==> config.mk <==
export PLATFORM = sky130hd
export DESIGN_NAME = zero_delay_state_variable_filter
export DESIGN_NICKNAME = d
export VERILOG_FILES = /design/src/sv/zdsvf_pkg.sv /design/src/sv/zdsvf_div.sv /design/src/sv/zero_delay_state_variable_filter.sv
export SDC_FILE = /design/constraint.sdc
export NUM_CORES = 2
export LEC_CHECK = 0
export BUFFER_PORTS_ARGS = -buffer_cell sky130_fd_sc_hd__buf_2
export CAP_MARGIN = 10
export CORE_MARGIN = 2
export CORE_UTILIZATION = 70
export CTS_CLUSTER_DIAMETER = 200
export DETAILED_ROUTE_END_ITERATION = 10
export MAX_ROUTING_LAYER = met4
export PLACE_DENSITY = 0.91
export SLEW_MARGIN = 20
export SYNTH_ARGS = -nofsm -noshare
export SYNTH_HDL_FRONTEND = slang
export SYNTH_SLANG_ARGS = --single-unit
==> constraint.sdc <==
create_clock -name clk -period 32.2 [get_ports clk]
set_input_delay 1.61 -clock clk [delete_from_list [all_inputs] [get_ports clk]]
set_output_delay 1.61 -clock clk [all_outputs]
set_load 0.01 [all_outputs]
==> src/sv/zdsvf_pkg.sv <==
// Shared types, constants and the microcode program of the zero-delay state variable filter.
// Used by zdsvf_div and zero_delay_state_variable_filter; no dependencies.
`default_nettype none

package zdsvf_pkg;

  // Field widths
  localparam int SAMPLE_W = 16;  // Q1.15 sample in/out
  localparam int CUTOFF_W = 18;  // g, unsigned Q2.16
  localparam int DAMP_W   = 17;  // R, unsigned Q1.16
  localparam int G1_W     = DAMP_W + 2;  // 2R + g
  localparam int GAIN_W   = 16;  // mix gains, Q2.14
  localparam int STATE_W  = 32;  // integrators, Q8.24

  localparam int IN_DATA_W  = ((SAMPLE_W + CUTOFF_W + DAMP_W + 7) / 8) * 8;
  localparam int OUT_DATA_W = ((SAMPLE_W + 7) / 8) * 8;

  // Datapath widths
  localparam int ACC_W   = 64;
  localparam int WIDE_W  = 42;             // hp/bp/lp/v operands
  localparam int CHUNK_W = WIDE_W / 2;     // multiplier operand chunk
  localparam int MULA_W  = 20;
  localparam int MULB_W  = CHUNK_W + 1;
  localparam int PROD_W  = MULA_W + MULB_W;

  // Divider
  localparam int NUM_W       = 52;         // numerator, signed
  localparam int DEN_W       = 30;         // den >> 8
  localparam int DEN_DROP    = 8;
  localparam int DIV_PRESH   = 8;          // numerator scaled by 2^8 before dividing
  localparam int QUO_W       = 36;         // quotient, signed
  localparam int DIVD_W      = NUM_W - 1 + DIV_PRESH;
  localparam int DIV_STEPS   = QUO_W / 2;  // two quotient bits a cycle
  localparam int DIV_CNT_W   = $clog2(DIV_STEPS);
  localparam int DEN_MIN_BIT = 24;         // den24 >= 2^24 always

  // Fixed-point shifts
  localparam int X_SHIFT   = 25;
  localparam int S1_SHIFT  = 16;
  localparam int V_SHIFT   = 16;
  localparam int ONE_SHIFT = 32;
  localparam int OUT_SHIFT = 23;

  localparam logic signed [ACC_W-1:0] ACC_ONE   = ACC_W'(1) << ONE_SHIFT;
  localparam logic signed [ACC_W-1:0] ACC_ROUND = ACC_W'(1) << (OUT_SHIFT - 1);

  localparam logic signed [SAMPLE_W-1:0] SAMPLE_MAX = {1'b0, {(SAMPLE_W-1){1'b1}}};
  localparam logic signed [SAMPLE_W-1:0] SAMPLE_MIN = {1'b1, {(SAMPLE_W-1){1'b0}}};
  localparam logic signed [STATE_W-1:0]  STATE_MAX  = {1'b0, {(STATE_W-1){1'b1}}};
  localparam logic signed [STATE_W-1:0]  STATE_MIN  = {1'b1, {(STATE_W-1){1'b0}}};

  // Config register indexes
  localparam int CFG_IDX_W = 2;
  localparam logic [CFG_IDX_W-1:0] REG_HP_GAIN = 2'd0;
  localparam logic [CFG_IDX_W-1:0] REG_BP_GAIN = 2'd1;
  localparam logic [CFG_IDX_W-1:0] REG_LP_GAIN = 2'd2;

  localparam logic signed [GAIN_W-1:0] HP_GAIN_RST = 16'sd0;
  localparam logic signed [GAIN_W-1:0] BP_GAIN_RST = 16'sd16384;
  localparam logic signed [GAIN_W-1:0] LP_GAIN_RST = 16'sd0;

  // Microcode
  localparam int UC_STEPS = 26;
  localparam int PC_W     = $clog2(UC_STEPS);
  localparam logic [PC_W-1:0] STEP_DIV_WAIT = PC_W'(7);
  localparam logic [PC_W-1:0] STEP_OUT      = PC_W'(25);

  typedef enum logic [2:0] {A_G, A_G1, A_HG, A_BG, A_LG} a_sel_t;
  typedef enum logic [2:0] {B_G1, B_S0, B_HP, B_BP, B_LP} b_sel_t;
  typedef enum logic [2:0] {
    T_PROD, T_X, T_S1SH, T_ONE, T_S0, T_S1, T_V, T_ROUND
  } term_t;
  typedef enum logic [1:0] {ACC_HOLD, ACC_LOAD, ACC_ADD, ACC_SUB} acc_op_t;
  typedef enum logic [3:0] {
    ACT_NONE, ACT_LD_DEN, ACT_DIV_START, ACT_LD_V, ACT_LD_BP, ACT_LD_LP,
    ACT_SAT_S0, ACT_SAT_S1, ACT_OUT
  } act_t;
  typedef enum logic [1:0] {JMP_NEXT, JMP_DIV, JMP_OUT} jmp_t;

  typedef struct packed {
    a_sel_t          a_sel;
    b_sel_t          b_sel;
    logic            b_hi;     // upper chunk of the wide operand, weight 2^21
    term_t           term;
    acc_op_t         acc_op;
    act_t            act;
    jmp_t            jmp;
    logic [PC_W-1:0] target;
  } ucw_t;

  localparam ucw_t UCW_NOP = '{
    a_sel: A_G, b_sel: B_G1, b_hi: 1'b0, term: T_PROD, acc_op: ACC_HOLD,
    act: ACT_NONE, jmp: JMP_NEXT, target: '0
  };

  // HP = (x - g1*s0 - s1) / (1 + g*g1), then BP, LP, state update and mix.
  function automatic ucw_t ucode(input logic [PC_W-1:0] pc);
    ucw_t w;
    w = UCW_NOP;
    case (pc)
      // den = 2^32 + g*g1
      PC_W'(0):  begin w.a_sel = A_G; w.b_sel = B_G1; w.acc_op = ACC_LOAD; end
      PC_W'(1):  begin w.term = T_ONE; w.acc_op = ACC_ADD; end
      // num = x*2^25 - g1*s0 - s1*2^16
      PC_W'(2):  begin w.act = ACT_LD_DEN; w.term = T_X; w.acc_op = ACC_LOAD; end
      PC_W'(3):  begin w.a_sel = A_G1; w.b_sel = B_S0; w.acc_op = ACC_SUB; end
      PC_W'(4):  begin
        w.a_sel = A_G1; w.b_sel = B_S0; w.b_hi = 1'b1; w.acc_op = ACC_SUB;
      end
      PC_W'(5):  begin w.term = T_S1SH; w.acc_op = ACC_SUB; end
      PC_W'(6):  begin w.act = ACT_DIV_START; end
      PC_W'(7):  begin w.jmp = JMP_DIV; w.target = STEP_DIV_WAIT; end
      // v1 = g*hp >> 16; bp = v1 + s0; s0 <= sat(bp + v1)
      PC_W'(8):  begin w.a_sel = A_G; w.b_sel = B_HP; w.acc_op = ACC_LOAD; end
      PC_W'(9):  begin
        w.a_sel = A_G; w.b_sel = B_HP; w.b_hi = 1'b1; w.acc_op = ACC_ADD;
      end
      PC_W'(10): begin w.act = ACT_LD_V; w.term = T_S0; w.acc_op = ACC_LOAD; end
      PC_W'(11): begin w.term = T_V; w.acc_op = ACC_ADD; end
      PC_W'(12): begin w.act = ACT_LD_BP; w.term = T_V; w.acc_op = ACC_ADD; end
      // v2 = g*bp >> 16; lp = v2 + s1; s1 <= sat(lp + v2)
      PC_W'(13): begin
        w.act = ACT_SAT_S0; w.a_sel = A_G; w.b_sel = B_BP; w.acc_op = ACC_LOAD;
      end
      PC_W'(14): begin
        w.a_sel = A_G; w.b_sel = B_BP; w.b_hi = 1'b1; w.acc_op = ACC_ADD;
      end
      PC_W'(15): begin w.act = ACT_LD_V; w.term = T_S1; w.acc_op = ACC_LOAD; end
      PC_W'(16): begin w.term = T_V; w.acc_op = ACC_ADD; end
      PC_W'(17): begin w.act = ACT_LD_LP; w.term = T_V; w.acc_op = ACC_ADD; end
      // mix
      PC_W'(18): begin
        w.act = ACT_SAT_S1; w.a_sel = A_HG; w.b_sel = B_HP; w.acc_op = ACC_LOAD;
      end
      PC_W'(19): begin
        w.a_sel = A_HG; w.b_sel = B_HP; w.b_hi = 1'b1; w.acc_op = ACC_ADD;
      end
      PC_W'(20): begin w.a_sel = A_BG; w.b_sel = B_BP; w.acc_op = ACC_ADD; end
      PC_W'(21): begin
        w.a_sel = A_BG; w.b_sel = B_BP; w.b_hi = 1'b1; w.acc_op = ACC_ADD;
      end
      PC_W'(22): begin w.a_sel = A_LG; w.b_sel = B_LP; w.acc_op = ACC_ADD; end
      PC_W'(23): begin
        w.a_sel = A_LG; w.b_sel = B_LP; w.b_hi = 1'b1; w.acc_op = ACC_ADD;
      end
      PC_W'(24): begin w.term = T_ROUND; w.acc_op = ACC_ADD; end
      PC_W'(25): begin w.act = ACT_OUT; w.jmp = JMP_OUT; w.target = STEP_OUT; end
      default:   begin w.jmp = JMP_OUT; w.target = STEP_OUT; end
    endcase
    return w;
  endfunction

endpackage

`default_nettype wire

==> src/sv/zdsvf_div.sv <==
// Radix-4 restoring divider: signed numerator scaled by 2^8 over positive divisor,
// quotient truncated toward zero. Depends on zdsvf_pkg.
`default_nettype none

module zdsvf_div (
  input  wire logic                                clk,
  input  wire logic                                rst_n,
  input  wire logic                                start,
  input  wire logic signed [zdsvf_pkg::NUM_W-1:0]  num,
  input  wire logic        [zdsvf_pkg::DEN_W-1:0]  den,
  output logic                                     busy,
  output logic signed      [zdsvf_pkg::QUO_W-1:0]  quot
);

  logic                              busy_r, busy_nxt;
  logic [zdsvf_pkg::DIV_CNT_W-1:0]   cnt_r, cnt_nxt;
  logic [zdsvf_pkg::DEN_W-1:0]       den_r, den_nxt;
  logic [zdsvf_pkg::DEN_W-1:0]       rem_r, rem_nxt;
  logic [zdsvf_pkg::QUO_W-1:0]       qd_r, qd_nxt;
  logic                              neg_r, neg_nxt;

  logic [zdsvf_pkg::NUM_W-1:0]       mag;
  logic [zdsvf_pkg::DIVD_W-1:0]      dvd;
  logic [zdsvf_pkg::DEN_W:0]         t1, t2;
  logic [zdsvf_pkg::DEN_W-1:0]       r1, r2;
  logic                              q1, q2;

  always_comb begin
    mag = num[zdsvf_pkg::NUM_W-1] ? -num : num;
    dvd = {mag[zdsvf_pkg::NUM_W-2:0], {zdsvf_pkg::DIV_PRESH{1'b0}}};

    // two restoring steps per cycle; remainder always below den_r
    t1 = {rem_r, qd_r[zdsvf_pkg::QUO_W-1]};
    q1 = (t1 >= {1'b0, den_r});
    r1 = q1 ? zdsvf_pkg::DEN_W'(t1 - {1'b0, den_r}) : t1[zdsvf_pkg::DEN_W-1:0];
    t2 = {r1, qd_r[zdsvf_pkg::QUO_W-2]};
    q2 = (t2 >= {1'b0, den_r});
    r2 = q2 ? zdsvf_pkg::DEN_W'(t2 - {1'b0, den_r}) : t2[zdsvf_pkg::DEN_W-1:0];

    busy_nxt = busy_r;
    cnt_nxt  = cnt_r;
    den_nxt  = den_r;
    rem_nxt  = rem_r;
    qd_nxt   = qd_r;
    neg_nxt  = neg_r;
    if (start) begin
      busy_nxt = 1'b1;
      cnt_nxt  = '0;
      den_nxt  = den;
      neg_nxt  = num[zdsvf_pkg::NUM_W-1];
      rem_nxt  = zdsvf_pkg::DEN_W'(dvd[zdsvf_pkg::DIVD_W-1:zdsvf_pkg::QUO_W]);
      qd_nxt   = dvd[zdsvf_pkg::QUO_W-1:0];
    end else if (busy_r) begin
      rem_nxt = r2;
      qd_nxt  = {qd_r[zdsvf_pkg::QUO_W-3:0], q1, q2};
      cnt_nxt = cnt_r + 1'b1;
      if (cnt_r == zdsvf_pkg::DIV_CNT_W'(zdsvf_pkg::DIV_STEPS - 1)) begin
        busy_nxt = 1'b0;
      end
    end
  end

  always_ff @(posedge clk) begin
    if (!rst_n) begin
      busy_r <= 1'b0;
      cnt_r  <= '0;
    end else begin
      busy_r <= busy_nxt;
      cnt_r  <= cnt_nxt;
    end
  end

  always_ff @(posedge clk) begin
    den_r <= den_nxt;
    rem_r <= rem_nxt;
    qd_r  <= qd_nxt;
    neg_r <= neg_nxt;
  end

  assign busy = busy_r;
  assign quot = neg_r ? -$signed(qd_r) : $signed(qd_r);

endmodule

`default_nettype wire

==> src/sv/zero_delay_state_variable_filter.sv <==
// Top level of the zero-delay (trapezoidal) state variable filter: stream ports,
// microcoded MAC datapath and state. Depends on zdsvf_pkg and zdsvf_div.
`default_nettype none

// The result is presented when the program finishes after the input beat is accepted;
// the next beat can be taken in the same cycle. 26 microcode steps run a single 20x22
// multiply-accumulate unit (wide operands in two chunks); the sequencer waits at one
// step while the divider runs, which retires two quotient bits a cycle. A finished result
// sits in the output register while the next sample is accepted; the sequencer only
// waits at its last step if that register is still full. The gains are read during the
// mix steps of a running sample, so write them only while no sample is in flight.
module zero_delay_state_variable_filter (
  input  wire logic                                     clk,
  input  wire logic                                     rst_n,
  input  wire logic                                     in_tvalid,
  output logic                                          in_tready,
  // [15:0] sample_in, [33:16] cutoff_gain, [50:34] damping, [55:51] zero
  input  wire logic [zdsvf_pkg::IN_DATA_W-1:0]          in_tdata,
  output logic                                          out_tvalid,
  input  wire logic                                     out_tready,
  // [15:0] sample_out
  output logic [zdsvf_pkg::OUT_DATA_W-1:0]              out_tdata,
  // [0] clipped
  output logic                                          out_tuser,
  input  wire logic                                     cfg_valid,
  output logic                                          cfg_ready,
  input  wire logic [zdsvf_pkg::CFG_IDX_W-1:0]          cfg_index,
  input  wire logic [zdsvf_pkg::GAIN_W-1:0]             cfg_data
);

  localparam int SW  = zdsvf_pkg::SAMPLE_W;
  localparam int CW  = zdsvf_pkg::CUTOFF_W;
  localparam int DW  = zdsvf_pkg::DAMP_W;
  localparam int AW  = zdsvf_pkg::ACC_W;
  localparam int WW  = zdsvf_pkg::WIDE_W;
  localparam int PW  = zdsvf_pkg::PROD_W;
  localparam int STW = zdsvf_pkg::STATE_W;
  localparam int GNW = zdsvf_pkg::GAIN_W;

  // control
  logic                          busy_r, busy_nxt;
  logic [zdsvf_pkg::PC_W-1:0]    pc_r, pc_nxt;
  logic                          out_valid_r, out_valid_nxt;
  logic signed [GNW-1:0]         hg_r, bg_r, lg_r;
  logic signed [STW-1:0]         s0_r, s0_nxt, s1_r, s1_nxt;

  // payload
  logic signed [SW-1:0]          x_r, x_nxt;
  logic [CW-1:0]                 g_r, g_nxt;
  logic [zdsvf_pkg::G1_W-1:0]    g1_r, g1_nxt;
  logic signed [AW-1:0]          acc_r, acc_nxt;
  logic [zdsvf_pkg::DEN_W-1:0]   den_r, den_nxt;
  logic signed [WW-1:0]          v_r, v_nxt, bp_r, bp_nxt, lp_r, lp_nxt;
  logic                          clip_r, clip_nxt;
  logic [SW-1:0]                 out_data_r, out_data_nxt;
  logic                          out_clip_r, out_clip_nxt;

  zdsvf_pkg::ucw_t               uw;
  logic                          in_accept, out_free;
  logic                          div_start, div_busy;
  logic signed [zdsvf_pkg::QUO_W-1:0] hp;

  logic signed [zdsvf_pkg::MULA_W-1:0] mul_a;
  logic signed [WW-1:0]          b_wide;
  logic signed [zdsvf_pkg::MULB_W-1:0] mul_b;
  logic signed [PW-1:0]          prod;
  logic signed [AW-1:0]          prod_ext, term;
  logic                          st_ovf, out_ovf;
  logic signed [STW-1:0]         st_sat;
  logic [SW-1:0]                 y_sat;

  assign uw         = zdsvf_pkg::ucode(pc_r);
  assign in_tready  = !busy_r;
  assign in_accept  = in_tvalid && !busy_r;
  assign out_free   = !out_valid_r || out_tready;
  assign cfg_ready  = 1'b1;
  assign div_start  = busy_r && (uw.act == zdsvf_pkg::ACT_DIV_START);

  zdsvf_div u_div (
    .clk   (clk),
    .rst_n (rst_n),
    .start (div_start),
    .num   (acc_r[zdsvf_pkg::NUM_W-1:0]),
    .den   (den_r),
    .busy  (div_busy),
    .quot  (hp)
  );

  // multiplier operands
  always_comb begin
    case (uw.a_sel)
      zdsvf_pkg::A_G:  mul_a = $signed({2'b00, g_r});
      zdsvf_pkg::A_G1: mul_a = $signed({1'b0, g1_r});
      zdsvf_pkg::A_HG: mul_a = {{(zdsvf_pkg::MULA_W-GNW){hg_r[GNW-1]}}, hg_r};
      zdsvf_pkg::A_BG: mul_a = {{(zdsvf_pkg::MULA_W-GNW){bg_r[GNW-1]}}, bg_r};
      zdsvf_pkg::A_LG: mul_a = {{(zdsvf_pkg::MULA_W-GNW){lg_r[GNW-1]}}, lg_r};
      default:         mul_a = '0;
    endcase
    case (uw.b_sel)
      zdsvf_pkg::B_G1: b_wide = $signed({{(WW-zdsvf_pkg::G1_W){1'b0}}, g1_r});
      zdsvf_pkg::B_S0: b_wide = {{(WW-STW){s0_r[STW-1]}}, s0_r};
      zdsvf_pkg::B_HP: b_wide = {{(WW-zdsvf_pkg::QUO_W){hp[zdsvf_pkg::QUO_W-1]}}, hp};
      zdsvf_pkg::B_BP: b_wide = bp_r;
      zdsvf_pkg::B_LP: b_wide = lp_r;
      default:         b_wide = '0;
    endcase
    // wide operand = hi * 2^21 + lo, lo unsigned
    mul_b = uw.b_hi ? {b_wide[WW-1], b_wide[WW-1:zdsvf_pkg::CHUNK_W]}
                    : {1'b0, b_wide[zdsvf_pkg::CHUNK_W-1:0]};
    prod     = mul_a * mul_b;
    prod_ext = {{(AW-PW){prod[PW-1]}}, prod};
  end

  always_comb begin
    case (uw.term)
      zdsvf_pkg::T_PROD:  term = uw.b_hi ? (prod_ext <<< zdsvf_pkg::CHUNK_W) : prod_ext;
      zdsvf_pkg::T_X:     term = {{(AW-SW-zdsvf_pkg::X_SHIFT){x_r[SW-1]}}, x_r,
                                  {zdsvf_pkg::X_SHIFT{1'b0}}};
      zdsvf_pkg::T_S1SH:  term = {{(AW-STW-zdsvf_pkg::S1_SHIFT){s1_r[STW-1]}}, s1_r,
                                  {zdsvf_pkg::S1_SHIFT{1'b0}}};
      zdsvf_pkg::T_ONE:   term = zdsvf_pkg::ACC_ONE;
      zdsvf_pkg::T_S0:    term = {{(AW-STW){s0_r[STW-1]}}, s0_r};
      zdsvf_pkg::T_S1:    term = {{(AW-STW){s1_r[STW-1]}}, s1_r};
      zdsvf_pkg::T_V:     term = {{(AW-WW){v_r[WW-1]}}, v_r};
      zdsvf_pkg::T_ROUND: term = zdsvf_pkg::ACC_ROUND;
      default:            term = '0;
    endcase
  end

  // saturation of the accumulator to a state and to the output sample
  always_comb begin
    st_ovf  = !((&acc_r[AW-1:STW-1]) || !(|acc_r[AW-1:STW-1]));
    st_sat  = st_ovf ? (acc_r[AW-1] ? zdsvf_pkg::STATE_MIN : zdsvf_pkg::STATE_MAX)
                     : acc_r[STW-1:0];
    out_ovf = !((&acc_r[AW-1:zdsvf_pkg::OUT_SHIFT+SW-1]) ||
                !(|acc_r[AW-1:zdsvf_pkg::OUT_SHIFT+SW-1]));
    y_sat   = out_ovf ? (acc_r[AW-1] ? zdsvf_pkg::SAMPLE_MIN : zdsvf_pkg::SAMPLE_MAX)
                      : acc_r[zdsvf_pkg::OUT_SHIFT+SW-1:zdsvf_pkg::OUT_SHIFT];
  end

  // sequencer and datapath next state
  always_comb begin
    busy_nxt      = busy_r;
    pc_nxt        = pc_r;
    out_valid_nxt = out_valid_r;
    s0_nxt        = s0_r;
    s1_nxt        = s1_r;
    x_nxt         = x_r;
    g_nxt         = g_r;
    g1_nxt        = g1_r;
    acc_nxt       = acc_r;
    den_nxt       = den_r;
    v_nxt         = v_r;
    bp_nxt        = bp_r;
    lp_nxt        = lp_r;
    clip_nxt      = clip_r;
    out_data_nxt  = out_data_r;
    out_clip_nxt  = out_clip_r;

    if (out_valid_r && out_tready) begin
      out_valid_nxt = 1'b0;
    end

    if (in_accept) begin
      x_nxt    = in_tdata[SW-1:0];
      g_nxt    = in_tdata[SW+CW-1:SW];
      g1_nxt   = {in_tdata[SW+CW+DW-1:SW+CW], 1'b0} + {1'b0, in_tdata[SW+CW-1:SW]};
      clip_nxt = 1'b0;
      busy_nxt = 1'b1;
      pc_nxt   = '0;
    end else if (busy_r) begin
      case (uw.acc_op)
        zdsvf_pkg::ACC_HOLD: acc_nxt = acc_r;
        zdsvf_pkg::ACC_LOAD: acc_nxt = term;
        zdsvf_pkg::ACC_ADD:  acc_nxt = acc_r + term;
        zdsvf_pkg::ACC_SUB:  acc_nxt = acc_r - term;
        default:             acc_nxt = acc_r;
      endcase

      case (uw.act)
        zdsvf_pkg::ACT_NONE:      ;
        zdsvf_pkg::ACT_DIV_START: ;
        zdsvf_pkg::ACT_LD_DEN:
          den_nxt = acc_r[zdsvf_pkg::DEN_W+zdsvf_pkg::DEN_DROP-1:zdsvf_pkg::DEN_DROP];
        zdsvf_pkg::ACT_LD_V:      v_nxt  = acc_r[WW+zdsvf_pkg::V_SHIFT-1:zdsvf_pkg::V_SHIFT];
        zdsvf_pkg::ACT_LD_BP:     bp_nxt = acc_r[WW-1:0];
        zdsvf_pkg::ACT_LD_LP:     lp_nxt = acc_r[WW-1:0];
        zdsvf_pkg::ACT_SAT_S0: begin
          s0_nxt   = st_sat;
          clip_nxt = clip_r || st_ovf;
        end
        zdsvf_pkg::ACT_SAT_S1: begin
          s1_nxt   = st_sat;
          clip_nxt = clip_r || st_ovf;
        end
        zdsvf_pkg::ACT_OUT: begin
          if (out_free) begin
            out_valid_nxt = 1'b1;
            out_data_nxt  = y_sat;
            out_clip_nxt  = clip_r || out_ovf;
          end
        end
        default: ;
      endcase

      case (uw.jmp)
        zdsvf_pkg::JMP_NEXT: pc_nxt = pc_r + 1'b1;
        zdsvf_pkg::JMP_DIV:  pc_nxt = div_busy ? uw.target : pc_r + 1'b1;
        zdsvf_pkg::JMP_OUT: begin
          if (out_free) begin
            pc_nxt   = '0;
            busy_nxt = 1'b0;
          end else begin
            pc_nxt = uw.target;
          end
        end
        default: begin
          pc_nxt   = '0;
          busy_nxt = 1'b0;
        end
      endcase
    end
  end

  always_ff @(posedge clk) begin
    if (!rst_n) begin
      busy_r      <= 1'b0;
      pc_r        <= '0;
      out_valid_r <= 1'b0;
      s0_r        <= '0;
      s1_r        <= '0;
      hg_r        <= zdsvf_pkg::HP_GAIN_RST;
      bg_r        <= zdsvf_pkg::BP_GAIN_RST;
      lg_r        <= zdsvf_pkg::LP_GAIN_RST;
    end else begin
      busy_r      <= busy_nxt;
      pc_r        <= pc_nxt;
      out_valid_r <= out_valid_nxt;
      s0_r        <= s0_nxt;
      s1_r        <= s1_nxt;
      if (cfg_valid) begin
        case (cfg_index)
          zdsvf_pkg::REG_HP_GAIN: hg_r <= cfg_data;
          zdsvf_pkg::REG_BP_GAIN: bg_r <= cfg_data;
          zdsvf_pkg::REG_LP_GAIN: lg_r <= cfg_data;
          default: ;
        endcase
      end
    end
  end

  always_ff @(posedge clk) begin
    x_r        <= x_nxt;
    g_r        <= g_nxt;
    g1_r       <= g1_nxt;
    acc_r      <= acc_nxt;
    den_r      <= den_nxt;
    v_r        <= v_nxt;
    bp_r       <= bp_nxt;
    lp_r       <= lp_nxt;
    clip_r     <= clip_nxt;
    out_data_r <= out_data_nxt;
    out_clip_r <= out_clip_nxt;
  end

  assign out_tvalid = out_valid_r;
  assign out_tdata  = out_data_r;
  assign out_tuser  = out_clip_r;

  // an accepted beat starts the program at step zero
  a_start: assert property (@(posedge clk) disable iff (!rst_n)
    in_tvalid && in_tready |=> busy_r && (pc_r == '0))
    else $error("sequencer did not start on accepted beat");

  // sequencer rests at step zero when idle
  a_idle_pc: assert property (@(posedge clk) disable iff (!rst_n)
    !busy_r |-> (pc_r == '0))
    else $error("step counter moved while idle");

  // divider launched only when free and with a divisor of at least 2^24
  a_div_start: assert property (@(posedge clk) disable iff (!rst_n)
    div_start |-> !div_busy && (den_r[zdsvf_pkg::DEN_W-1:zdsvf_pkg::DEN_MIN_BIT] != '0))
    else $error("bad divider launch");

  // a result appears only from the output step
  a_out_src: assert property (@(posedge clk) disable iff (!rst_n)
    $rose(out_tvalid) |-> $past(busy_r && (pc_r == zdsvf_pkg::STEP_OUT)))
    else $error("result loaded outside output step");

endmodule

`default_nettype wire
==> out/qor.yml <==
placement:
  placedCellCount: 6535
  dp_hpwl_um: 131000
  detailedPlace.worstSlack_ns: 15.67
  portBuffers: 92
  finalWeightedCongestion: 1.06
timing:
  setup_slack_after_layout_ns: 15.22
  finalSetupViolCount: 0
  worst_slew_margin_rel_pct: 21.1
  worst_slew_pin_slew_ns: 1.18
  max_freq_mhz: 58.9
  tns_ns: 0
  layout_min_cycle_time_ns: 16.98
  hold_viol: 0
  final_min_period_over_clock_period_pct: 52.7
  final.setup_skew_ns: 0.0295
  rsz0062_at_grt: "no"
  number_of_max_slew_violations_in_the_final_report: 0
grt:
  pin_count_of_the_biggest_net_entering_global_routing: 66
  grt.total_usage_pct: 47.7
  grt-ovfl-total: 0
  number_of_global_route_vias_before_repair: 44000
  antenna_found_initial: 9
  grt_pass1_wl_um: 260000
critical_path:
  crit_path_end_kind: "flip-flop"
  timing.critical_path.required_ns: 32.57
  critical_path_class: "flip-flop to flip-flop"
  crit_path_max_incr_delay_ns: 0.95
  cp.arrival_ns: 17.35
  critPathMostFrequentCell: "sky130_fd_sc_hd__fa_1"
  worstPathMaxFanout: 23
  critical-path-slowest-cell: "sky130_fd_sc_hd__a41oi_2"
  cp-start-kind: "flip-flop"
layout:
  drive_above_1_share_pct: 6.80
  layout.cells.most_common_list: "809 x sky130_fd_sc_hd__nand2_1, 687 x sky130_fd_sc_hd__inv_1, 460 x sky130_fd_sc_hd__fa_1"
  nFillCells: 5015
  finalNetCount: 6442
  stdcell_count: 6653
  area_growth_syn_to_layout_pct: 6.68
  mostFrequentLayoutCell: "sky130_fd_sc_hd__nand2_1"
logic_synthesis:
  synth.yosys.seq_area_share_pct: 27.6
  synth_edf_count: 371
  dominantRegCellSynth: "sky130_fd_sc_hd__edfxtp_1"
  ys_warn_count: 0
  syn-instance-count: 5689
  synth_async_sr_flop_share_pct: 0
  syn-cell-area_um2: 50500
  number_of_flip_flops_and_latches_in_the_synthesized_netlist: 512
  syn_nets: 6489
  netlist-cell-type-count: 105
  synth.avg_cell_area_um2: 8.88
cts:
  clk_path_buf_depth: 3
  htree_num_levels: 2
  cts_made_buffers: 55
  post_cts_resize_count: 0
  cts_root_buffer: "sky130_fd_sc_hd__clkbuf_16"
  post_cts_hold_buffer_count: 0
  tritoncts_num_sinks: 512
  post_cts_setup_inserts: 0
  worstSkewPairLatency_ns: 0.65
  tritoncts: "built"
  path_clk_slew_ns: 0.07
die:
  core.rowCount: 98
  design.core.area_um2: 71500
  dieWidth_um: 273
  floorplan.die.height_um: 273
  floorplan.initialDensity_pct: 70.7
  fp.dieArea_um2: 74400
  io_pins: 99
detailed_routing:
  average_wire_per_standard_cell_um: 26.0
  avgViaCountPerCell: 6.83
  drt_pre_antenna_iters: 9
  wirelength_um: 173000
  dr_total_vias: 45400
  drt_first_iter_violations: 6751
  drc: 0
  drtAntennaViolNets: 0
status:
  status: "complete, no violations"
job:
  max-cap-violations: 0
min_path:
  hold_class: "flip-flop to flip-flop"
[worst paths after layout]
path	startpoint	endpoint	slack, ns	depth (start not counted)
max	pc_r[0]	acc_r[63]	15.22	50
max reg2reg	pc_r[0]	acc_r[63]	15.22	50
min	den_r[10]	u_div.den_r[10]	0.41	0
min reg2reg	den_r[10]	u_div.den_r[10]	0.41	0
[stage by stage]
stage               utilization [%]  hold WS [ns]  area, um^2
detailed placement             72.6         0.405       51900
global route                   75.4         0.418       53900
global placement               72.6         0.400       51900
floorplan                         -         0.400       50500
finish                         75.4         0.407       53900
CTS                            75.4         0.414       53900
[critical path, delay by kind of cell, from the launching register on]
kind	cells	cell delay, ns
DFF	1	0.41
muxes	1	0.48
and+or+nand+nor	14	4.46
xor gates and xnor gates	2	0.28
adders and majority gates	10	4.99
buffers and inverters	6	0.73
AOI/OAI and AO/OA	17	5.33
[cell families after synthesis]
logic type	count (synthesis)	share of synthesized area, %
compound gates	1348	18.0
xor+xnor	287	4.97
fa+ha+maj	721	24.7
buf+inv	974	7.40
flops	512	27.6
mux	41	0.844
other cells	1	0.00742
simple gates	1805	16.5
[per-layer routing]
| metal | vias up | routed length (um) | GRT usage, % | part of all wire, % |
|---|---|---|---|---|
| li1 | 19500 | - | - | - |
| met5 | - | 0 | - | 0 |
| met3 | 765 | 24200 | 11.3 | 14 |
| met1 | 21700 | 60800 | 61.1 | 35 |
| met4 | 0 | 13600 | 30.2 | 7.9 |
| met2 | 3486 | 74300 | 68.2 | 43 |
[layout make-up]
class                           count  area, um^2  area share, %
Clock inverter                     42         549           1.02
Timing Repair Buffer              181        1130           2.09
Tap cell                          950        1190           2.20
Sequential cell                   512       14000           25.9
Inverter                          689        2590           4.80
Multi-Input combinational cell   4203       33000           61.3
Clock buffer                       61        1420           2.63
Antenna cell                       15        37.5         0.0696
[cell usage after synthesis (14+ instances only)]
cell / count / share of area (%)
sky130_fd_sc_hd__o21ai_0: 287 / 2.8
sky130_fd_sc_hd__or2_2: 25 / 0.31
sky130_fd_sc_hd__or4_1: 19 / 0.28
sky130_fd_sc_hd__o41ai_1: 14 / 0.24
sky130_fd_sc_hd__o21a_1: 44 / 0.65
sky130_fd_sc_hd__xnor2_1: 163 / 2.8
sky130_fd_sc_hd__nor3_1: 80 / 0.79
sky130_fd_sc_hd__or3_1: 33 / 0.41
sky130_fd_sc_hd__nand3_1: 113 / 1.1
sky130_fd_sc_hd__nand2b_1: 64 / 0.79
sky130_fd_sc_hd__buf_2: 24 / 0.24
sky130_fd_sc_hd__clkbuf_1: 224 / 1.7
sky130_fd_sc_hd__and3_1: 37 / 0.46
sky130_fd_sc_hd__a22oi_1: 37 / 0.55
sky130_fd_sc_hd__nor4_1: 34 / 0.42
sky130_fd_sc_hd__o31ai_1: 62 / 0.92
sky130_fd_sc_hd__buf_1: 26 / 0.19
sky130_fd_sc_hd__dfxtp_1: 141 / 5.6
sky130_fd_sc_hd__edfxtp_1: 371 / 22
sky130_fd_sc_hd__a21oi_1: 314 / 3.1
sky130_fd_sc_hd__o211ai_1: 29 / 0.43
sky130_fd_sc_hd__a221o_1: 39 / 0.77
sky130_fd_sc_hd__fa_1: 460 / 18
sky130_fd_sc_hd__a21o_1: 106 / 1.6
sky130_fd_sc_hd__a21boi_0: 118 / 1.8
sky130_fd_sc_hd__nor2_1: 364 / 2.7
sky130_fd_sc_hd__o221ai_1: 19 / 0.33
sky130_fd_sc_hd__a211oi_1: 27 / 0.40
sky130_fd_sc_hd__inv_1: 688 / 5.1
sky130_fd_sc_hd__nand4_1: 51 / 0.63
sky130_fd_sc_hd__a221oi_1: 36 / 0.62
sky130_fd_sc_hd__o21bai_1: 19 / 0.28
sky130_fd_sc_hd__and2_1: 52 / 0.64
sky130_fd_sc_hd__a31oi_1: 36 / 0.45
sky130_fd_sc_hd__xor2_1: 124 / 2.1
sky130_fd_sc_hd__ha_1: 261 / 6.5
sky130_fd_sc_hd__nor2b_1: 49 / 0.61
sky130_fd_sc_hd__mux2i_1: 31 / 0.61
sky130_fd_sc_hd__nand2_1: 810 / 6.0
[flip-flops by register name (all words and copies together), names as in the netlist, 5 cells and up]
| register | count |
|---|---|
| u_div.cnt_r | 5 |
| v_r | 42 |
| g_r | 18 |
| u_div.rem_r | 30 |
| hg_r | 16 |
| den_r | 30 |
| g1_r | 18 |
| s0_r | 32 |
| acc_r | 64 |
| pc_r | 5 |
| lg_r | 16 |
| bg_r | 16 |
| lp_r | 42 |
| s1_r | 32 |
| bp_r | 42 |
| x_r | 16 |
| out_tdata | 16 |
| u_div.qd_r | 36 |
| u_div.den_r | 30 |
Power is not shown: default switching activity piles up to over one toggle a cycle in this logic, so the estimate is an artifact.
